$ cat config.mk
export PLATFORM = sky130hd
export DESIGN_NAME = lccr555_mix
export DESIGN_NICKNAME = d
export VERILOG_FILES = /design/src/design/lccr555_pkg.sv /design/src/design/lccr555_mix.sv
export SDC_FILE = /design/constraint.sdc
export NUM_CORES = 2
export LEC_CHECK = 0
export ABC_AREA = 1
export BUFFER_PORTS_ARGS = -buffer_cell sky130_fd_sc_hd__clkbuf_2
export CAP_MARGIN = 5
export CELL_PAD_IN_SITES_DETAIL_PLACEMENT = 1
export CELL_PAD_IN_SITES_GLOBAL_PLACEMENT = 2
export CORE_AREA = 5 5 350 352
export CTS_BUF_LIST = sky130_fd_sc_hd__clkbuf_4
export CTS_CLUSTER_SIZE = 40
export DETAILED_ROUTE_END_ITERATION = 10
export DIE_AREA = 0 0 355 357
export HOLD_SLACK_MARGIN = 0.02
export PLACE_DENSITY = 0.85
export SLEW_MARGIN = 0
export SYNTH_ARGS = -nofsm -noshare
export SYNTH_HDL_FRONTEND = slang
export SYNTH_SLANG_ARGS = --single-unit
$ cat constraint.sdc
create_clock -name clk_i -period 7.7 [get_ports clk_i]
set_clock_uncertainty 0.05 [all_clocks]
set_input_delay 1.54 -clock clk_i [delete_from_list [all_inputs] [get_ports clk_i]]
set_output_delay 1.54 -clock clk_i [all_outputs]
set_load 0.005 [all_outputs]
$ cat src/design/lccr555_pkg.sv
// ----------------------------------------------------------------------------
// lccr555_pkg
// Shared constants, tables and helper types for the RGB555 colour corrector.
// ----------------------------------------------------------------------------
`default_nettype none

package lccr555_pkg;

  // Number of register stages from input to output.
  localparam int NSTG = 10;

  // Widest linearisation table entry (fraction bits at their maximum, plus one).
  localparam int LIN_W_MAX = 25;

  // Width of the value that enters the square root.
  localparam int ISQ_W = 17;

  // 31 to the fifth power.
  localparam logic [79:0] DEN5 = 80'd28629151;

  // Brightness gain after reset, roughly 0.93 in Q0.16.
  localparam logic [15:0] LUM_RESET = 16'd60948;

  // Mixing matrix, Q2.14, one row per output channel (red, green, blue).
  localparam logic signed [15:0] MIX_COEF [3][3] = '{
    '{16'sd13107, 16'sd4506, -16'sd1229},
    '{16'sd2212,  16'sd10486, 16'sd3686},
    '{16'sd3195,  16'sd2540,  16'sd10650}
  };

  typedef logic [LIN_W_MAX-1:0] lin_rom_t [32];
  typedef logic [4:0]           five_rom_t [256];

  // floor((k/31)^2.5 * 2^frac) for every 5-bit code, evaluated at elaboration.
  function automatic lin_rom_t lin_rom(int frac);
    lin_rom_t    rom;
    logic [79:0] num;
    logic [79:0] quo;
    logic [79:0] rem;
    logic [79:0] x;
    logic [79:0] res;
    logic [79:0] b;
    for (int k = 0; k < 32; k++) begin
      num = 80'(k) * 80'(k) * 80'(k) * 80'(k) * 80'(k);
      num = num << (2 * frac);
      rem = '0;
      quo = '0;
      for (int i = 79; i >= 0; i--) begin
        rem = {rem[78:0], num[i]};
        quo = quo << 1;
        if (rem >= DEN5) begin
          rem    = rem - DEN5;
          quo[0] = 1'b1;
        end
      end
      x   = quo;
      res = '0;
      b   = 80'(1) << 50;
      for (int i = 0; i < 26; i++) begin
        if (x >= res + b) begin
          x   = x - (res + b);
          res = (res >> 1) + b;
        end else begin
          res = res >> 1;
        end
        b = b >> 2;
      end
      rom[k] = res[LIN_W_MAX-1:0];
    end
    return rom;
  endfunction

  // Reduction of an 8-bit level to 5 bits with rounding, capped at 31.
  function automatic five_rom_t five_rom();
    five_rom_t rom;
    int        q;
    for (int v = 0; v < 256; v++) begin
      q = (v * 63 + 255) / 510;
      if (q > 31) begin
        q = 31;
      end
      rom[v] = 5'(q);
    end
    return rom;
  endfunction

  localparam five_rom_t FIVE_ROM = five_rom();

endpackage

`default_nettype wire

$ cat src/design/lccr555_mix.sv
// ----------------------------------------------------------------------------
// lccr555_mix
// 3x3 colour mixing matrix with the negative sums clamped to zero.
// ----------------------------------------------------------------------------
`default_nettype none

module lccr555_mix #(
  parameter int FRAC_BITS = 16
) (
  input  logic                  clk_i,
  input  logic [1:0]            load_i,
  input  logic [FRAC_BITS-1:0]  lin_i [3],
  output logic [FRAC_BITS+14:0] sum_o [3]
);

  logic signed [FRAC_BITS+16:0] prod_q [3][3];
  logic signed [FRAC_BITS+18:0] acc    [3];
  logic        [FRAC_BITS+14:0] sum_q  [3];

  always_comb begin
    for (int c = 0; c < 3; c++) begin
      acc[c] = (FRAC_BITS+19)'(prod_q[c][0]) + (FRAC_BITS+19)'(prod_q[c][1])
             + (FRAC_BITS+19)'(prod_q[c][2]);
    end
  end

  always_ff @(posedge clk_i) begin
    for (int c = 0; c < 3; c++) begin
      if (load_i[0]) begin
        for (int j = 0; j < 3; j++) begin
          prod_q[c][j] <= $signed({1'b0, lin_i[j]}) * lccr555_pkg::MIX_COEF[c][j];
        end
      end
      if (load_i[1]) begin
        sum_q[c] <= acc[c][FRAC_BITS+18] ? '0 : acc[c][FRAC_BITS+14:0];
      end
    end
  end

  assign sum_o = sum_q;

endmodule

`default_nettype wire

# Word-level counts from Yosys, hierarchy flattened
# Memory sizes are Yosys's and may differ from the RTL's.
# Index checks and enable logic that the tools add are counted.
dict set report op_classes {
  addsub 6
  muxes 2
  multipliers 9
}
# cell n
set op_table {}
lappend op_table {{$add 34x33->35} 3}
lappend op_table {{$add 33x33->34} 3}
lappend op_table {{$mul 16x13->29 const B} 2}
lappend op_table {{$mul 16x12->28 const B} 2}
lappend op_table {{$mul 16x10->26 const B} 2}
lappend op_table {{$mul 16x14->30 const B} 1}
lappend op_table {{$mul 17x12->29 const B} 1}
lappend op_table {{$mul 16x11->27 const B} 1}
lappend op_table {{$mux 1} 2}
dict set report word_totals {
  ram_bits 276
  reg_bits 93
  memories 1
  word_cells 21
  input_bits 51
  out_inout_bits 93
}
# name depth width read_ports rd_clocked_by_memory_dff write_ports line
set mem_list {}
lappend mem_list {prod_q 3 92 3 0 3 lccr555_mix.sv:16} ;# logic signed [FRAC_BITS+16:0] prod_q [3][3];

# Logic depth before layout (Yosys ltp)
# An unclocked memory read counts as a cell.
dict set report logic_depth {
  ltp_word 3
  depth_mapped 23
  mapped_depth_nobuf 23
}

# Worst setup path before layout
# Ideal clock, no wire load.
dict set report synth_path {
  kind {input -> register}
  start {in lin_i[34] (netlist bit)}
  end {mem prod_q[0][87] (netlist bit), data pin}
  stages 19
  arrival_ps 5608
  setup_slack_ps 1789
  setup_ps 253
  cell_sequence {ha_1 -> inv_1 -> fa_1 -> inv_1 -> fa_1 -> inv_1 -> fa_1 -> inv_1 -> fa_1 -> inv_1 -> fa_1 -> inv_1 -> ha_1 -> nand2_1 -> nor2_1 -> nand4_1 -> or2_2 -> nand4_1 -> nand2_1}
}
# element line
set synth_rtl {}
lappend synth_rtl {{from (decl)} lccr555_mix.sv:12} ;# input logic [FRAC_BITS-1:0] lin_i [3],
lappend synth_rtl {{to (decl)} lccr555_mix.sv:16}

==> flow_summary.toml <==
[layout]
nets = 7195
regArea_mm2 = 0.00991
fillers = 14100
multi_input_area_mm2 = 0.0347
fin_area_mm2 = 0.0533
syn_to_final_growth_pct = 7.72
layout-drive-gt1-share_pct = 6.32

[sta]
max_slew_margin_pct = 36.0
setup_tns_ns = 0
finalSetupViolCount = 0
post-route-min-period_ns = 5.89
finalMaxSlewViolations = 0
worstMarginPinSlew_ns = 0.960
fmax_mhz = 170
setup_ws_ns = 1.81
rsz0062_at_grt = "no"
hold_violations = 0
fin_crit_sh_pct = 76.5

[cts]
clk_latency_ns = 0.94
hold_buffers = 0
clk_path_buf_depth = 3
cts_tree = "yes"
clock_sinks = 330
cts_resized = 0
numCtsBuffers = 100
clock-root-buffer = "clkbuf_4"
postCtsSetupRepairBufs = 0
clkSlewWorstSetupHoldPaths_ns = 0.07
htreeDepth = 3

[synth]
ys_top_cells_by_area = "fa_1, ha_1, edfxtp_1"
avgSynthCellArea_um2 = 9.06
ys_seq_area_share_pct = 20.0
syn-instance-count = 5454
synth_top_area_share_pct = 24.4
synth_edf_count = 330
yosysWarnings = 0
synth_cell_types = 49
synth_top_cell_by_area = "fa_1"
ys_async_sr_fraction_pct = 0
ys_seq_elements = 330
synth.net_count = 6941
synthesis.area_mm2 = 0.0494
yosys-top-cells-count = "inv_1, nand2_1, ha_1, fa_1, nor2_1"
synth.most_common_cell = "inv_1"
synth_ff_type = "edfxtp_1"

[critical_path]
required_ns = 8.33
critPathArrivalTime_ns = 6.52
startpoint_type = "input pin"
critical_path_class = "in2reg"
setup.worst_path.end_class = "flop"
worstPathMaxFanout = 10

[global_route]
grt_overflow = 0
grt_max_degree = 154
antenna_found_initial = 9
grtUsageTotal_pct = 26.5
grt_pass1_wl_mm = 255
grt_pass1_vias = 42000

[place]
dp_slack_ns = 0.820
gp_congestion = 0.946
placed_area_mm2 = 0.0522
hpwl_mm = 146
io_buffers = 142

[detailed_routing]
drt-total-wl_mm = 166
drtAntennaViolNets = 0
firstDrtPassIters = 5
vias = 37900
routedWlPerCell_um = 22.7
drt_iter0_drc = 2012
via_per_inst = 5.19
drcViolationCount = 0

[worst_hold_path]
hold_class = "reg2reg"

[outcome]
outcome = "finished, final reports clean"

[floorplanning]
fp.coreArea_mm2 = 0.119
pin_count = 144
dieWidth_um = 355
die-area_mm2 = 0.127
initial_core_util_pct = 41.5
die_y_um = 357
rows = 127

[flow_run]
drv_cap = 0
-- through the flow --
step	utilization, %	hold WS (ns)	instances
2_1_floorplan	-	0.449	5454
3_3_place_gp	43.8	0.596	7154
3_5_place_dp	43.8	0.611	7154
4_1_cts	44.7	0.624	7307
5_1_grt	44.7	0.662	7309
6_report	44.7	0.618	7309
-- cell families after synthesis --
logic type,after synthesis,synth area share (%)
AOI/OAI and AO/OA,598,6.83
xor gates and xnor gates,226,4.00
adders and majority gates,1436,45.5
buffers and inverters,1266,9.72
DFF,330,20.0
other,1,0.00758
and+or+nand+nor,1597,13.9
-- cell type report --
class                      instances  area share (%)
multi-input combinational       3858            65.2
timing repair buffer             158            1.61
clock inverter                    29           0.312
inverter                        1260            8.88
tap                             1548            3.64
sequential                       330            18.6
antenna                            2         0.00940
clock buffer                     124            1.75
-- cell usage in the layout (no fill, tap or decap), drive strengths merged, types with 14 or more instances in the layout --
cell	count
nand3	207
a31oi	19
ha	833
nor4	14
inv	1261
o21ai	147
a21oi	307
fa	603
buf	18
clkbuf	264
nand4	58
a21boi	17
edfxtp	330
nand2	855
xnor2	66
o21bai	37
nor3	58
nor2	392
a21o	42
clkinv	27
o21a	17
xor2	160
-- path summary, 6_finish.rpt --
check / start / to / slack (ns) / depth (start not counted)
max: lin_i[5] / prod_q[1][25] / 1.81 / 18
min: prod_q[2][1] / sum_o[1] / 0.62 / 1
max reg2reg: prod_q[2][62] / sum_o[57] / 4.03 / 12
min reg2reg: prod_q[2][1] / sum_o[1] / 0.62 / 1
-- per-layer routing --
layer | track usage (%) | vias up | part of all wire, %
met5 | 0 | - | 0.0066
met4 | 8.01 | 2 | 3.4
met3 | 3.80 | 189 | 4.4
met2 | 45.0 | 743 | 47
met1 | 35.3 | 19000 | 45
li1 | - | 18000 | -
-- registers in the layout, summed over array words and instances (netlist names) --
register  cells
sum_o        92
prod_q      238
-- worst max-delay path, cell delays in order --
cell      delay (ns)
clkbuf_2        0.32
inv_1           0.29
fa_1            0.60
inv_1           0.06
fa_1            0.47
fa_1            0.50
inv_1           0.06
fa_1            0.51
fa_1            0.57
inv_1           0.05
ha_1            0.36
nand2_1         0.12
nor2_1          0.15
nand2_1         0.06
o21ai_0         0.48
nand2_1         0.16
nand4_1         0.12
nand2_1         0.09
Power is not shown: default switching activity piles up to over one toggle a cycle in this logic, so the estimate is an artifact.
