$ cat src/design/lccr555_pkg.sv
// ----------------------------------------------------------------------------
// lccr555_pkg
// Shared constants, tables and helper types for the RGB555 colour corrector.
// ----------------------------------------------------------------------------
`default_nettype none

package lccr555_pkg;

  // Number of register stages from input to output.
  localparam int NSTG = 10;

  // Widest linearisation table entry (fraction bits at their maximum, plus one).
  localparam int LIN_W_MAX = 25;

  // Width of the value that enters the square root.
  localparam int ISQ_W = 17;

  // 31 to the fifth power.
  localparam logic [79:0] DEN5 = 80'd28629151;

  // Brightness gain after reset, roughly 0.93 in Q0.16.
  localparam logic [15:0] LUM_RESET = 16'd60948;

  // Mixing matrix, Q2.14, one row per output channel (red, green, blue).
  localparam logic signed [15:0] MIX_COEF [3][3] = '{
    '{16'sd13107, 16'sd4506, -16'sd1229},
    '{16'sd2212,  16'sd10486, 16'sd3686},
    '{16'sd3195,  16'sd2540,  16'sd10650}
  };

  typedef logic [LIN_W_MAX-1:0] lin_rom_t [32];
  typedef logic [4:0]           five_rom_t [256];

  // floor((k/31)^2.5 * 2^frac) for every 5-bit code, evaluated at elaboration.
  function automatic lin_rom_t lin_rom(int frac);
    lin_rom_t    rom;
    logic [79:0] num;
    logic [79:0] quo;
    logic [79:0] rem;
    logic [79:0] x;
    logic [79:0] res;
    logic [79:0] b;
    for (int k = 0; k < 32; k++) begin
      num = 80'(k) * 80'(k) * 80'(k) * 80'(k) * 80'(k);
      num = num << (2 * frac);
      rem = '0;
      quo = '0;
      for (int i = 79; i >= 0; i--) begin
        rem = {rem[78:0], num[i]};
        quo = quo << 1;
        if (rem >= DEN5) begin
          rem    = rem - DEN5;
          quo[0] = 1'b1;
        end
      end
      x   = quo;
      res = '0;
      b   = 80'(1) << 50;
      for (int i = 0; i < 26; i++) begin
        if (x >= res + b) begin
          x   = x - (res + b);
          res = (res >> 1) + b;
        end else begin
          res = res >> 1;
        end
        b = b >> 2;
      end
      rom[k] = res[LIN_W_MAX-1:0];
    end
    return rom;
  endfunction

  // Reduction of an 8-bit level to 5 bits with rounding, capped at 31.
  function automatic five_rom_t five_rom();
    five_rom_t rom;
    int        q;
    for (int v = 0; v < 256; v++) begin
      q = (v * 63 + 255) / 510;
      if (q > 31) begin
        q = 31;
      end
      rom[v] = 5'(q);
    end
    return rom;
  endfunction

  localparam five_rom_t FIVE_ROM = five_rom();

endpackage

`default_nettype wire

$ cat src/design/lccr555_lin.sv
// ----------------------------------------------------------------------------
// lccr555_lin
// Per-channel linearisation table followed by the brightness gain.
// ----------------------------------------------------------------------------
`default_nettype none

module lccr555_lin #(
  parameter int FRAC_BITS = 16
) (
  input  logic                 clk_i,
  input  logic [1:0]           load_i,
  input  logic [14:0]          color_i,
  input  logic [15:0]          luminance_i,
  output logic [FRAC_BITS-1:0] lin_o [3]
);

  localparam lccr555_pkg::lin_rom_t LIN_ROM = lccr555_pkg::lin_rom(FRAC_BITS);

  logic [FRAC_BITS:0]    raw_q [3];
  logic [FRAC_BITS+16:0] prod  [3];
  logic [FRAC_BITS-1:0]  lin_q [3];

  always_comb begin
    for (int c = 0; c < 3; c++) begin
      prod[c] = (FRAC_BITS+17)'(raw_q[c]) * (FRAC_BITS+17)'(luminance_i);
    end
  end

  always_ff @(posedge clk_i) begin
    for (int c = 0; c < 3; c++) begin
      if (load_i[0]) begin
        raw_q[c] <= LIN_ROM[color_i[5*c +: 5]][FRAC_BITS:0];
      end
      if (load_i[1]) begin
        // The gain is below one, so the top bit of the product is always clear.
        lin_q[c] <= prod[c][FRAC_BITS+15:16];
      end
    end
  end

  assign lin_o = lin_q;

endmodule

`default_nettype wire

$ cat config.mk
export PLATFORM = sky130hd
export DESIGN_NAME = lccr555_lin
export DESIGN_NICKNAME = d
export VERILOG_FILES = /design/src/design/lccr555_pkg.sv /design/src/design/lccr555_lin.sv
export SDC_FILE = /design/constraint.sdc
export NUM_CORES = 2
export LEC_CHECK = 0
export BUFFER_PORTS_ARGS = -buffer_cell sky130_fd_sc_hd__buf_4
export CAP_MARGIN = 20
export CORE_ASPECT_RATIO = 0.9
export CORE_UTILIZATION = 50
export DETAILED_ROUTE_END_ITERATION = 8
export GPL_ROUTABILITY_DRIVEN = 1
export PLACE_DENSITY = 0.7
export SKIP_LAST_GASP = 1
export SLEW_MARGIN = 10
export SYNTH_ARGS = -nofsm -noshare
export SYNTH_HDL_FRONTEND = slang
export SYNTH_SLANG_ARGS = --single-unit
$ cat constraint.sdc
create_clock -name clk_i -period 7.3 [get_ports clk_i]
set_input_delay 0.73 -clock clk_i [delete_from_list [all_inputs] [get_ports clk_i]]
set_output_delay 0.73 -clock clk_i [all_outputs]
set_load 0.01 [all_outputs]
Yosys cells after proc, flatten, opt, wreduce, memory -nomap -nowiden
Memory sizes are Yosys's and may differ from the RTL's.
Cells that the tools add are included.

word-level totals
  register bits after elaboration = 48
  memory bits (writable) = 51
  memory bits (read-only) = 2400
  input bits = 34
  output and inout bits = 48
  word-level logic and storage cells = 24
  memories = 4

cells by class
  multipliers = 3
  magnitude comparators = 3
  muxes and demuxes = 8
  bitwise gates (word level) = 3

memory list
  name             depth  bits a word  read ports  clocked after Yosys merged registers in  wr ports  line               source
  (no name shown)  32     25           1           0                                        0         lccr555_lin.sv:32  raw_q[c] <= LIN_ROM[color_i[5*c +: 5]][FRAC_BITS:0];
  (no name shown)  32     25           1           0                                        0         lccr555_lin.sv:32
  (no name shown)  32     25           1           0                                        0         lccr555_lin.sv:32
  raw_q            3      17           3           0                                        3         lccr555_lin.sv:19  logic [FRAC_BITS:0] raw_q [3];

operators by type and width
  cell                                                       number
  2-to-1 mux 17 bit                                          6
  multiplier 17 x 16 -> 32 bit                               3
  greater-or-equal comparator 6 bit (second input constant)  3
  NOT 5 -> 6 bit                                             3
  2-to-1 mux 1 bit                                           2

Logic depth before layout (Yosys ltp)
  depth after elaboration = 4
  gate-level depth with buffers = 23
  depth with buffers taken out = 21

Worst setup path after synthesis
No wires, ideal clock.

  kind = input to register
  start = input port luminance_i[1]
  end = register lin_q, in the netlist lin_o[12], data pin
  library setup time = 261 ps
  data arrival time = 5975 ps
  data required time = 7039 ps
  path slack = 1064 ps
  cell stages on the path = 20
  buffers on the path = 2
  path through = clkbuf_1 > clkbuf_1 > nand2_1 > fa_1 > fa_1 > fa_1 > inv_1 > fa_1 > fa_1 > inv_1 > fa_1 > inv_1 > ha_1 > a21o_1 > a31oi_1 > o211a_1 > a21oi_2 > o21ai_0 > o21ai_1 > a311o_1

RTL lines
  item                            line               source
  start: declaration              lccr555_lin.sv:13  input logic [15:0] luminance_i,
  end signal: indexed assignment  lccr555_lin.sv:36  lin_q[c] <= prod[c][FRAC_BITS+15:16];
  end: declaration                lccr555_lin.sv:21  logic [FRAC_BITS-1:0] lin_q [3];

==> impl_metrics.py <==
metrics = {
    "placed_design": {
        "portBuffers": 81,
        "dp_cells": 4229,
        "dp_hpwl_um": 54400,
        "place.gp.congestion": 0.884,
    },
    "synthesis": {
        "ys_ff_latch": 99,
        "netlist_instances": 3486,
        "seq_area_frac_synth_pct": 9.53,
        "post-synth-top-count-cell": "inv_1",
        "synth_warnings": 0,
        "async_reset_ff_share_pct": 0,
        "syn_area_per_cell_sq_um": 8.95,
        "netlist_top_cells_count": "inv_1, fa_1, nand2_1",
        "synth_top_area_share_pct": 39.6,
        "yosys-top-cells-area": "fa_1, ha_1, edfxtp_1",
        "yosysUniqueCellTypes": 66,
        "syn-cell-area_sq_um": 31200,
        "synth_area_leader_cell": "fa_1",
        "synthFlopType": "edfxtp_1",
        "synth_edf_count": 99,
        "synth_nets": 4459,
    },
    "routing": {
        "wirelength_um": 70800,
        "vias": 22900,
        "drtIter0Drc": 1989,
        "first_pass_iters": 6,
        "final_antenna_net_count": 0,
        "drc": 0,
        "post_drt_via_cell_ratio": 5.39,
        "wl_per_cell_um": 16.7,
    },
    "clocking": {
        "ctsHoldBuffers": 0,
        "numCtsBuffers": 9,
        "cts_tree": "built",
        "clock-sinks": 99,
        "clk_latency_ns": 0.40,
        "path_clk_slew_ns": 0.08,
        "h-tree-depth": 3,
        "post-cts-setup-buffer-count": 0,
        "cts_resized": 0,
        "cts_buffer_depth": 2,
        "cts_root_buf": "clkbuf_16",
    },
    "grt": {
        "grt_max_degree": 52,
        "grtUsageTotal_pct": 23.8,
        "antenna_found_initial": 8,
        "grt_pass1_vias": 23900,
        "overflow": 0,
        "grt_pass1_wl_um": 121000,
    },
    "timing": {
        "setup_viol": 0,
        "fin_crit_ns": 6.37,
        "hold_viol": 0,
        "fmax_mhz": 157,
        "rsz0062_at_grt": "false",
        "finalSetupTns_ns": 0,
        "finClkSkew_ns": 0.0220,
        "relSlewSlack_pct": 45.8,
        "slew_violations": 0,
        "period_share_pct": 87.3,
        "tightest_slew_ns": 0.812,
    },
    "min_path": {
        "holdPathStages": 2,
        "hp-class": "input port to register",
    },
    "floorplan": {
        "die_area_sq_um": 63400,
        "io_pins": 82,
        "die_w_um": 265,
        "core-area_sq_um": 61400,
        "die_h_um": 239,
        "start_util_pct": 50.8,
        "rows": 86,
    },
    "flow_run": {
        "maxCapViolations": 0,
    },
    "final_layout": {
        "fillers": 5663,
        "nNetsFinal": 4377,
        "drive_gt1_share_pct": 3.67,
        "fin_cells": 4245,
        "syn_to_final_growth_pct": 4.24,
        "n_antenna_cell": 0,
    },
    "worst_setup_path": {
        "start_kind": "register",
        "worstRegToRegCells": 20,
        "critPathKind": "register to register",
        "setup.worst_path.end_class": "register",
        "worstPathMaxFanout": 16,
        "required_ns": 7.44,
        "crit_arrival_ns": 6.51,
    },
    "outcome": {
        "outcome": "finished clean",
    },
}
placed cells by master (no fill, tap or decap), types with 46 or more instances in the layout:
| cell type | netlist | routed |
|---|---|---|
| inv_1 | 730 | 730 |
| fa_1 | 618 | 618 |
| nand2_1 | 514 | 514 |
| and2_1 | 383 | 383 |
| ha_1 | 321 | 321 |
| a21oi_1 | 119 | 119 |
| edfxtp_1 | 99 | 99 |
| buf_4 | 0 | 98 |
| nor2_1 | 79 | 79 |
| o21ai_0 | 62 | 62 |
| xnor2_1 | 46 | 46 |
worst max-delay path, cell delays in order (launching register included):
cell and delay [ns]:
edfxtp_1 0.81, nand2_1 0.17, fa_1 0.56, inv_1 0.05, fa_1 0.50, inv_1 0.06, fa_1 0.52, inv_1 0.06
fa_1 0.45, fa_1 0.49, inv_1 0.05, fa_1 0.47, inv_1 0.04, ha_1 0.35, nand2_1 0.07, o21ai_0 0.28
o21ai_0 0.22, o211ai_1 0.25, o211ai_1 0.26, o31ai_1 0.35, xnor2_1 0.13
routing by layer:
| metal | up-vias | track usage, % | routed length, um |
|---|---|---|---|
| met3 | 113 | 3.69 | 4420 |
| met5 | - | 0 | 92 |
| met4 | 14 | 6.48 | 1600 |
| li1 | 10500 | - | - |
| met2 | 698 | 39.0 | 33200 |
| met1 | 11600 | 32.8 | 31500 |
metrics by stage:
step                      hold slack, ns  utilization (%)  setup slack (ns)  area, sq um
after detailed placement            1.12             52.5             0.565        32300
after global routing               0.777             52.9             0.601        32500
after floorplan                    0.842                -              1.06        31200
after CTS                          0.736             52.9             0.969        32500
after global placement              1.10             52.5             0.607        32300
final                              0.755             52.9             0.926        32500
layout make-up:
| class | instances | area, sq um | share of cell area (%) |
|---|---|---|---|
| multi-input combinational | 2464 | 24800 | 76.1 |
| clock buffer | 11 | 233 | 0.715 |
| tap | 836 | 1050 | 3.22 |
| clock inverter | 5 | 37.5 | 0.115 |
| timing repair buffer | 98 | 736 | 2.26 |
| inverter | 732 | 2750 | 8.45 |
| sequential | 99 | 2970 | 9.14 |
worst paths after layout:
check	start	slack (ns)	endpoint
setup / recovery	raw_q[0][41]	0.93	lin_o[15]
hold / removal	color_i[10]	0.76	raw_q[0][45]
setup reg to reg	raw_q[0][41]	0.93	lin_o[15]
hold reg to reg	raw_q[0][16]	1.15	lin_o[47]
registers in the layout, summed over array words and instances (netlist names):
| signal | cells |
|---|---|
| lin_o | 48 |
| raw_q | 51 |
kinds of logic (layout without fill, tap and decap cells):
| kind of cell | after synthesis | after routing | synth area share [%] |
|---|---|---|---|
| muxes | 18 | 18 | 0.778 |
| buffers and inverters | 923 | 846 | 11.1 |
| adders and majority gates | 939 | 939 | 52.5 |
| DFF | 99 | 99 | 9.53 |
| xor gates and xnor gates | 64 | 64 | 1.80 |
| AOI/OAI and AO/OA | 363 | 363 | 7.52 |
| and+or+nand+nor | 1080 | 1080 | 16.7 |
Power is left out: the tool's default activity adds up to more than one toggle a clock period on the data nets, which glitch-free logic cannot reach.
