## src/design/lccr555_pkg.sv

```systemverilog
// ----------------------------------------------------------------------------
// lccr555_pkg
// Shared constants, tables and helper types for the RGB555 colour corrector.
// ----------------------------------------------------------------------------
`default_nettype none

package lccr555_pkg;

  // Number of register stages from input to output.
  localparam int NSTG = 10;

  // Widest linearisation table entry (fraction bits at their maximum, plus one).
  localparam int LIN_W_MAX = 25;

  // Width of the value that enters the square root.
  localparam int ISQ_W = 17;

  // 31 to the fifth power.
  localparam logic [79:0] DEN5 = 80'd28629151;

  // Brightness gain after reset, roughly 0.93 in Q0.16.
  localparam logic [15:0] LUM_RESET = 16'd60948;

  // Mixing matrix, Q2.14, one row per output channel (red, green, blue).
  localparam logic signed [15:0] MIX_COEF [3][3] = '{
    '{16'sd13107, 16'sd4506, -16'sd1229},
    '{16'sd2212,  16'sd10486, 16'sd3686},
    '{16'sd3195,  16'sd2540,  16'sd10650}
  };

  typedef logic [LIN_W_MAX-1:0] lin_rom_t [32];
  typedef logic [4:0]           five_rom_t [256];

  // floor((k/31)^2.5 * 2^frac) for every 5-bit code, evaluated at elaboration.
  function automatic lin_rom_t lin_rom(int frac);
    lin_rom_t    rom;
    logic [79:0] num;
    logic [79:0] quo;
    logic [79:0] rem;
    logic [79:0] x;
    logic [79:0] res;
    logic [79:0] b;
    for (int k = 0; k < 32; k++) begin
      num = 80'(k) * 80'(k) * 80'(k) * 80'(k) * 80'(k);
      num = num << (2 * frac);
      rem = '0;
      quo = '0;
      for (int i = 79; i >= 0; i--) begin
        rem = {rem[78:0], num[i]};
        quo = quo << 1;
        if (rem >= DEN5) begin
          rem    = rem - DEN5;
          quo[0] = 1'b1;
        end
      end
      x   = quo;
      res = '0;
      b   = 80'(1) << 50;
      for (int i = 0; i < 26; i++) begin
        if (x >= res + b) begin
          x   = x - (res + b);
          res = (res >> 1) + b;
        end else begin
          res = res >> 1;
        end
        b = b >> 2;
      end
      rom[k] = res[LIN_W_MAX-1:0];
    end
    return rom;
  endfunction

  // Reduction of an 8-bit level to 5 bits with rounding, capped at 31.
  function automatic five_rom_t five_rom();
    five_rom_t rom;
    int        q;
    for (int v = 0; v < 256; v++) begin
      q = (v * 63 + 255) / 510;
      if (q > 31) begin
        q = 31;
      end
      rom[v] = 5'(q);
    end
    return rom;
  endfunction

  localparam five_rom_t FIVE_ROM = five_rom();

endpackage

`default_nettype wire

```

## src/design/lccr555_gamma.sv

```systemverilog
// ----------------------------------------------------------------------------
// lccr555_gamma
// Scaling to the 8-bit range and a three-stage pipelined square root.
// ----------------------------------------------------------------------------
`default_nettype none

module lccr555_gamma #(
  parameter int FRAC_BITS = 16
) (
  input  logic                  clk_i,
  input  logic [4:0]            load_i,
  input  logic [FRAC_BITS+14:0] sum_i [3],
  output logic [8:0]            v8_o  [3]
);

  localparam int XW = lccr555_pkg::ISQ_W;

  typedef struct packed {
    logic [XW-1:0] rem;
    logic [XW-1:0] res;
  } sq_t;

  // Three digits of the bitwise square root, starting at digit pair "first".
  function automatic sq_t sq_steps(sq_t s, int first);
    sq_t         o;
    logic [XW:0] b;
    logic [XW:0] trial;
    o = s;
    for (int j = 0; j < 3; j++) begin
      b     = (XW+1)'(1) << (XW - 1 - 2 * (first + j));
      trial = {1'b0, o.res} + b;
      if ({1'b0, o.rem} >= trial) begin
        o.rem = XW'({1'b0, o.rem} - trial);
        o.res = XW'(({1'b0, o.res} >> 1) + b);
      end else begin
        o.res = o.res >> 1;
      end
    end
    return o;
  endfunction

  logic [FRAC_BITS+30:0] t1_q  [3];
  logic [FRAC_BITS+14:0] s_q   [3];
  logic [FRAC_BITS+30:0] scl   [3];
  logic [XW-1:0]         x_q   [3];
  sq_t                   sq_q  [3][3];

  always_comb begin
    for (int c = 0; c < 3; c++) begin
      scl[c] = t1_q[c] + (FRAC_BITS+31)'(s_q[c]);
    end
  end

  always_ff @(posedge clk_i) begin
    for (int c = 0; c < 3; c++) begin
      if (load_i[0]) begin
        // sum * 65025 as sum * 65536 - sum * 512 + sum; the last term follows.
        t1_q[c] <= {sum_i[c], 16'b0} - {7'b0, sum_i[c], 9'b0};
        s_q[c]  <= sum_i[c];
      end
      if (load_i[1]) begin
        x_q[c] <= scl[c][FRAC_BITS+30:FRAC_BITS+14];
      end
      if (load_i[2]) begin
        sq_q[c][0] <= sq_steps('{rem: x_q[c], res: '0}, 0);
      end
      if (load_i[3]) begin
        sq_q[c][1] <= sq_steps(sq_q[c][0], 3);
      end
      if (load_i[4]) begin
        sq_q[c][2] <= sq_steps(sq_q[c][1], 6);
      end
    end
  end

  always_comb begin
    for (int c = 0; c < 3; c++) begin
      v8_o[c] = sq_q[c][2].res[8:0];
    end
  end

endmodule

`default_nettype wire

```

## config.mk

```make
export PLATFORM = sky130hd
export DESIGN_NAME = lccr555_gamma
export DESIGN_NICKNAME = d
export VERILOG_FILES = /design/src/design/lccr555_pkg.sv /design/src/design/lccr555_gamma.sv
export SDC_FILE = /design/constraint.sdc
export NUM_CORES = 1
export LEC_CHECK = 0
export BUFFER_PORTS_ARGS = -buffer_cell sky130_fd_sc_hd__buf_2
export CAP_MARGIN = 5
export CORE_UTILIZATION = 48
export DETAILED_ROUTE_END_ITERATION = 8
export GPL_TIMING_DRIVEN = 1
export SLEW_MARGIN = 40
export SYNTH_ARGS = -nofsm -noshare
export SYNTH_HDL_FRONTEND = slang
export SYNTH_SLANG_ARGS = --single-unit
export TNS_END_PERCENT = 30
```

## constraint.sdc

```tcl
create_clock -name clk_i -period 8.38 [get_ports clk_i]
set_input_delay 0.419 -clock clk_i [delete_from_list [all_inputs] [get_ports clk_i]]
set_output_delay 0.419 -clock clk_i [all_outputs]
set_load 0.02 [all_outputs]
```

; ---- Word level (Yosys, flattened, before mapping)
; Memories as Yosys holds them, arrays and structs flattened.
; Cells that the tools add are included.
[op_classes]
n_addsub = 81
magnitude_cmp = 27
muxes = 118
[op_table]
columns = op, n
row1 = $mux 17, 108
row2 = $ge 17x18->1, 24
row3 = $sub 17x17->17, 24
row4 = $add 47x31->47, 3
row5 = $sub 47x40->47, 3
row6 = $add 17x1->18 const B, 3
row7 = $add 17x11->18 const B, 3
row8 = $add 17x13->18 const B, 3
row9 = $add 17x15->18 const B, 3
row10 = $add 17x3->18 const B, 3
row11 = $add 17x5->18 const B, 3
row12 = $add 17x7->18 const B, 3
row13 = $add 17x9->18 const B, 3
row14 = $add 16x1->17 const B, 3
row15 = $add 16x11->17 const B, 3
row16 = $add 16x13->17 const B, 3
row17 = $add 16x15->17 const B, 3
row18 = $add 16x3->17 const B, 3
row19 = $add 16x5->17 const B, 3
row20 = $add 16x7->17 const B, 3
row21 = $add 16x9->17 const B, 3
row22 = $ge 17x17->1 const B, 3
row23 = $sub 17x17->17 const B, 3
row24 = $mux 1, 10
[word_totals]
register_bits = 0
ramBits = 591
in_bits = 99
output_inout_bits = 27
word_cells = 230
n_memories = 4
[mem_list]
columns = memory, depth, word_bits, rd, rd_ports_with_merged_regs, wr, line_no
row1 = sq_q, 3, 102, 3, 0, 3, lccr555_gamma.sv:46  ; sq_t sq_q [3][3];
row2 = t1_q, 3, 47, 3, 0, 3, lccr555_gamma.sv:42  ; logic [FRAC_BITS+30:0] t1_q [3];
row3 = s_q, 3, 31, 3, 0, 3, lccr555_gamma.sv:43  ; logic [FRAC_BITS+14:0] s_q [3];
row4 = x_q, 3, 17, 3, 0, 3, lccr555_gamma.sv:45  ; logic [XW-1:0] x_q [3];

; ---- Longest topological paths before layout
; Gate-level depths: netlist of run 1.
; An unclocked memory read counts as a cell.
[logic_depth]
depth_word = 13
ltp_mapped = 33
depth_no_buf = 29

; ---- Worst setup path after synthesis of run 1
; OpenSTA, ideal clock, no wires.
[synth_path]
kind = reg-to-reg
start = mem sq_q[1][40] (netlist name)
end = mem sq_q[1][0] (netlist name) (data pin)
setup_ns = 0.269
arrival_ns = 6.040
required_time_ns = 8.111
setup_slack_ns = 2.072
path_stages_with_launch = 34
path_buffers = 4
synth_period_minus_slack_ns = 6.308
cell_sequence = edfxtp_1 inv_1 ha_1 nor2b_1 o21ai_0 a21oi_1 nor2_1 nand3_2 inv_2 clkbuf_1 mux2i_1 ha_1 clkbuf_1 a21o_1 a21oi_1 nor2_1 nor4_1 a211oi_1 or4_1 buf_2 buf_6 nor2_1 a21oi_1 ha_1 a21o_1 a21o_1 a21o_1 a21o_1 a21oi_1 nor2b_1 o21ai_0 nand2b_1 a311oi_1 nand4_1
[synth_rtl]
columns = item, line_no
row1 = from (decl), lccr555_gamma.sv:46

==> summary.md, run 1 <==
| Metric | Value |
|---|---|
| DRT Wirelength | 61340 um |
| Post-synthesis sequential area ratio | between 40% and 50% |
| Static Leak | 12.55 nW |
| Crit path required time | 8.69 ns |
| Number of max-cap violations | 0 |
| Critical path class | register to register |
| Largest family of logic cells by synthesized area | compound AO/OA/AOI/OAI gates |
| Fmax | ~140 MHz |
| Initial antenna violation count | 0 |
| DR WL/cell | 17.15 um |
| DP Worst Slack | 1.174 ns |
| Drt via density | approximately 5.6 |
| Layout Nets | 3184 |
| Hold path cells | 1 |
| Routed Antenna Nets | 0 |
| GRT overflow | 0 |
| Fin worst setup slack | about 1.1 ns |
| Tot Pwr | 0.009035 W |
| Cell Area, Synth | 27590 sq um |
| Post-CTS Hold Buffers | 0 |
| Die Y | 241.7 um |
| Largest area contributor in the netlist | edfxtp_1 |
| DP HPWL | 47820 um |
| Number of global-route vias before repair | just under 20000 |
| Iteration count of the initial detailed-routing pass | 6 |
| Crit end category | register |
| Core ar. | 56600 sq um |
| DRC | 0 |
| Post-Route Setup TNS | 0 ns |
| Synthesized-area fraction occupied by adder cells | 13.61% |
| Synth cell types | 105 |
| RSZ-0062 raised after global routing | false |
| FILL cells | between 5000 and 6000 |
| Resized Gates After CTS | 0 |
| Syn_nets | 3063 |
| Max Clock Skew | 0.01972 ns |
| Syn Inst Count | 2664 |
| Simple-gate area share of the yosys netlist | 14.06% |
| Site Rows | 87 |
| Layout cells sized above 1 | 10.32% |
| Critical path arrival | 7.59 ns |
| Mux contribution to synthesized area | 1.923% |
| Top FF cell, synth | edfxtp_1 |
| Area Overhead vs Synth | 9.832% |
| Max rail drop VDD | between 0.00015 and 0.0002 V |
| Commonest non-fill, non-tap cell in the layout | edfxtp_1 |
| Flops & latches, synth | 387 |
| Total GRT Usage | 20.68% |
| Die Width | 241.7 um |
| Largest net degree at the start of global routing | just under 100 |
| Setup bufs post-CTS | 0 |
| Fin crit share | 86.92% |
| First-pass GRT wire length | 99810 um |
| Final setup viols | 0 |
| Max-Slew Margin vs Limit | 47.89% |
| Clk slew on worst S/H paths | 0.06 ns |
| Sink Count | 387 |
| Area fraction of the dominant cell type after synthesis | 42.12% |
| Reg2Reg Depth | 25 |
| Port Buffers | 125 |
| TritonCTS Buffers | 45 |
| Syn Area/Cell | 10.36 sq um |
| Number of diodes | 0 |
| Max Root-Sink Buffers | 3 |
| Skew-Pair Late Insertion Delay | 0.58 ns |
| Final min period | 7.284 ns |
| H-tree lvl count | 2 |
| Pwr dens | slightly below 300 nW/um^2 |
| Starting Density | between 40% and 50% |
| Final hold vios | 0 |
| Full die area | between 50000 and 60000 sq um |
| Startpoint Class | register |
| Initial DRC count | just over 800 |
| Maximum fanout along the worst path | 14 |
| Asr flop ratio synth | 0% |
| Number of flops mapped to enable cells by yosys | approximately 390 |
| Most frequent cells in the layout | edfxtp_1, ha_1, inv_1 |
| Worst-margin pin slew | 0.7817 ns |
| Compound-gate portion of the synthesized area | 15.75% |
| Outcome | finished, final reports clean |
| Final Wtd Congestion | 0.9562 |
| Synth Area in XOR/XNOR | between 8 and 9% |
| Clk root buf | clkbuf_16 |
| Slew Limit Fails | 0 |
| I/O Pins | approximately 130 |
| Synth warn | 0 |
| CTS tree | built |
| Via count | 20167 |
| Hold Crit Class | input pin to register |
| Largest cells by area after synthesis | edfxtp_1, ha_1, xnor2_1 |
[routing by layer]
metal | vias to the layer above | share of wire, % | global-route usage (%) | routed length (um)
met5 | - | 0 | 0 | 0
met3 | 116 | 4.0 | 2.519 | 2449
met4 | 0 | 3.0 | 7.148 | 1845
li1 | 10151 | - | - | -
met2 | 423 | 47 | 34.66 | 28800
met1 | 9477 | 46 | 27.57 | 28240
[state kept, by name, summed over array words and instances (netlist names)]
register / cells
x_q: 51
s_q: 69
sq_q: 156
t1_q: 111
[worst max-delay path, cell delays in order (launching register included)]
cell and delay, ns:
edfxtp_1 0.34, inv_1 0.09, ha_1 0.27, or2_2 0.31, o21ai_0 0.36, nand3_1 0.46
mux2i_1 0.45, inv_1 0.10, ha_1 0.31, and3_1 0.24, and4_1 0.27, and2_1 0.16
o22a_1 0.18, a311oi_2 0.47, nand2_2 0.20, inv_2 0.21, o21ai_0 0.17, ha_1 0.37
and2_1 0.22, nand4_1 0.13, nor4b_1 0.42, nand3_1 0.14, nor3_1 0.20, nor4_1 0.11
nand4b_1 0.44, mux2_2 0.40
[final cells by class]
class	count	area, sq um	area share, %
Multi-Input combinational cell	1989	14760	48.72
Sequential cell	387	11620	38.35
Clock buffer	50	1145	3.778
Tap cell	756	945.9	3.122
Inverter	233	874.6	2.886
Timing Repair Buffer	129	674.4	2.226
Clock inverter	33	279.0	0.9208
[metrics by stage]
step / hold WS, ns / cells / area [sq um] / utilization, %
floorplan: 0.4264 / 2664 / 27590 / -
global placement: 0.4327 / 3494 / 28850 / 50.97
detailed placement: 0.4339 / 3494 / 28870 / 51.00
CTS: 0.01914 / 3577 / 30290 / 53.51
global route: 0.03211 / 3577 / 30300 / 53.53
finish: 0.05383 / 3577 / 30300 / 53.53
[cells by family after synthesis]
logic type                 Yosys count
AOI/OAI and AO/OA                  647
xor gates and xnor gates           255
adders and majority gates          300
buffers and inverters              288
DFF                                387
muxes                               48
and+or+nand+nor                    739
[cell usage after synthesis, types with 9 or more instances]
| cell type | instances |
|---|---|
| edfxtp_1 | 387 |
| ha_1 | 300 |
| inv_1 | 228 |
| nor2_1 | 189 |
| xnor2_1 | 188 |
| a21oi_1 | 187 |
| nand2_1 | 143 |
| o21ai_0 | 99 |
| a21o_1 | 83 |
| xor2_1 | 66 |
| nand3_1 | 63 |
| nor3_1 | 59 |
| nand4_1 | 41 |
| a31oi_1 | 38 |
| o21a_1 | 33 |
| nor4_1 | 30 |
| buf_4 | 28 |
| nor2b_1 | 24 |
| and3_1 | 23 |
| nand2b_1 | 23 |
| o21bai_1 | 23 |
| mux2i_1 | 22 |
| mux2_2 | 21 |
| a211oi_1 | 20 |
| and4_1 | 19 |
| o211ai_1 | 19 |
| or3_1 | 18 |
| and2_1 | 17 |
| clkbuf_1 | 17 |
| o31ai_1 | 16 |
| or2_2 | 15 |
| nand3b_1 | 13 |
| nor3b_1 | 13 |
| a211o_1 | 10 |
| a31o_2 | 10 |
| a21boi_0 | 9 |
| a221oi_1 | 9 |
[path summary, 6_finish.rpt]
| check | endpoint | slack, ns | startpoint |
|---|---|---|---|
| max | sq_q[0][61] | 1.10 | sq_q[0][81] |
| min | s_q[0][90] | 0.05 | sum_i[28] |
| max reg2reg | sq_q[0][61] | 1.10 | sq_q[0][81] |
| min reg2reg | sq_q[0][88] | 0.44 | x_q[0][3] |
[power breakdown]
| part | switching, W | internal, W |
|---|---|---|
| Combinational | 0.00247 | 0.00188 |
| Clock | 0.000810 | 0.00109 |
| Sequential | 0.000223 | 0.00257 |
Note: power is estimated with default switching activity, not from simulation.
==> run 2, diff against run 1 <==
--- a/config.mk
+++ b/config.mk
@@ -10,6 +10,8 @@
 export CORE_UTILIZATION = 48
 export DETAILED_ROUTE_END_ITERATION = 8
 export GPL_TIMING_DRIVEN = 1
+export HOLD_SLACK_MARGIN = 0.06
+export SKIP_LAST_GASP = 1
 export SLEW_MARGIN = 40
 export SYNTH_ARGS = -nofsm -noshare
 export SYNTH_HDL_FRONTEND = slang
==> summary.md, run 2 (synthesis gave the netlist of run 1 again) <==
| Metric | Value |
|---|---|
| TritonCTS Buffers | 45 |
| Cells after DPL | 3494 |
| Number of diodes | 0 |
| Startpoint Class | register |
| Crit path required time | 8.69 ns |
| Drt via density | between 5 and 6 |
| Most used cell, CP | ha_1 |
| Crit Reg-Reg Startpoint | sq_q[0][81] |
| Core ar. | ~57000 sq um |
| Clk slew on worst S/H paths | 0.06 ns |
| Total GRT Usage | between 20 and 25% |
| Hold Crit Class | input pin to register |
| Maximum fanout along the worst path | 14 |
| Post-CTS Hold Buffers | 27 |
| Tot Pwr | 0.009050 W |
| Resized Gates After CTS | 0 |
| Regs by FF count | sq_q (156), t1_q (111), s_q (69) |
| Port Buffers | around 130 |
| DR WL/cell | roughly 17 um |
| Routed Antenna Nets | 0 |
| I/O Pins | 126 |
| Number of max-cap violations | 0 |
| Worst-margin pin slew | 0.7943 ns |
| CP startpoint | sq_q[0][81] |
| Crit path depth | 25 |
| CP max-delay cell | a311oi_2 |
| DP HPWL | 47820 um |
| Largest Register | sq_q |
| RSZ-0062 raised after global routing | false |
| Final min period | 7.300 ns |
| WHS | around 0.085 ns |
| CTS tree | built |
| Initial DRC count | 866 |
| Layout Cells excl Fill | 3604 |
| Max-Slew Margin vs Limit | 47.05% |
| Post-Route Setup TNS | 0 ns |
| Fin crit share | 87.11% |
| DRC | 0 |
| Die Y | 241.7 um |
| Max stage delay on crit path | 0.47 ns |
| Number of global-route vias before repair | 19764 |
| Fmax | 137.0 MHz |
| First-pass GRT wire length | roughly 100000 um |
| Layout Nets | 3211 |
| Commonest non-fill, non-tap cell in the layout | edfxtp_1 |
| Largest register FFs | 156 |
| Reg2Reg Capture Point | sq_q[0][61] |
| Via count | 20241 |
| Family with the most delay on the worst path | simple AND/OR/NAND/NOR gates |
| Final Wtd Congestion | 0.9562 |
| Starting Density | about half |
| Slew Limit Fails | 0 |
| Largest net degree at the start of global routing | 97 |
| Pwr dens | just under 300 nW/um^2 |
| Final setup viols | 0 |
| Layout cells sized above 1 | between 10 and 15% |
| Skew-Pair Late Insertion Delay | a little under 0.6 ns |
| Final hold vios | 0 |
| Setup bufs post-CTS | 0 |
| Max Root-Sink Buffers | 3 |
| GRT overflow | 0 |
| Worst Path Buf+Inv | 3 |
| Clk root buf | clkbuf_16 |
| Area Overhead vs Synth | 10.81% |
| Sink Count | about 390 |
| Max Clock Skew | 0.02033 ns |
| Die Width | around 240 um |
| Fin util | 54.01% |
| Crit end category | register |
| Outcome | finished, final reports clean |
| Full die area | 58440 sq um |
| Most frequent cells in the layout | edfxtp_1, ha_1, inv_1 |
| Static Leak | 12.66 nW |
| Max rail drop VDD | 0.0001734 V |
| Iteration count of the initial detailed-routing pass | 5 |
| H-tree lvl count | 2 |
| DRT Wirelength | 61560 um |
| Reg2Reg Depth | 25 |
| Crit path to | sq_q[0][61] |
| Reg2reg setup slack | 1.08 ns |
| Critical path arrival | about 7.6 ns |
| Initial antenna violation count | 0 |
| Critical path class | register to register |
| Site Rows | 87 |
## run 2: metal layers
| metal | routed length (um) | track usage (%) | up-vias | share of wire, % |
|---|---|---|---|---|
| met3 | 2310 | 2.453 | 115 | 3.8 |
| met4 | 1749 | 7.018 | 0 | 2.8 |
| met5 | 0 | 0 | - | 0 |
| met1 | 28500 | 27.64 | 9516 | 46 |
| met2 | 29000 | 34.89 | 403 | 47 |
| li1 | - | - | 10207 | - |
## run 2: how the worst min path moves through the flow
stage | slack (ns) | depth (start not counted) | to | startpoint
6_report | 0.09 | 1 | s_q[0][53] | sum_i[53]
5_1_grt | 0.07 | 1 | s_q[0][58] | sum_i[58]
4_1_cts | 0.06 | 1 | s_q[0][15] | sum_i[77]
3_5_place_dp | 0.43 | 0 | sq_q[1][6] | sq_q[1][43]
3_3_place_gp | 0.43 | 0 | sq_q[0][43] | sq_q[0][80]
2_1_floorplan | 0.43 | 0 | sq_q[0][3] | sq_q[0][40]
## run 2: final cells by class
type / count / area [sq um]
fill: 5081 / 26030
timing repair buffer: 156 / 944.7
clock buffer: 50 / 1145
sequential: 387 / 11620
inverter: 233 / 874.6
multi-input combinational: 1989 / 14760
clock inverter: 33 / 279.0
tap: 756 / 945.9
## run 2: where the power goes
part           switching [W]  internal (W)
clock network       0.000811       0.00109
logic                0.00247       0.00189
registers           0.000225       0.00257
total                0.00351       0.00554
## run 2: through the flow
stage / setup slack [ns] / area [sq um]
6_report: 1.080 / 30570
5_1_grt: 0.3818 / 30570
4_1_cts: 1.136 / 30560
3_5_place_dp: 1.174 / 28870
3_3_place_gp: 1.321 / 28850
2_1_floorplan: 2.072 / 27590
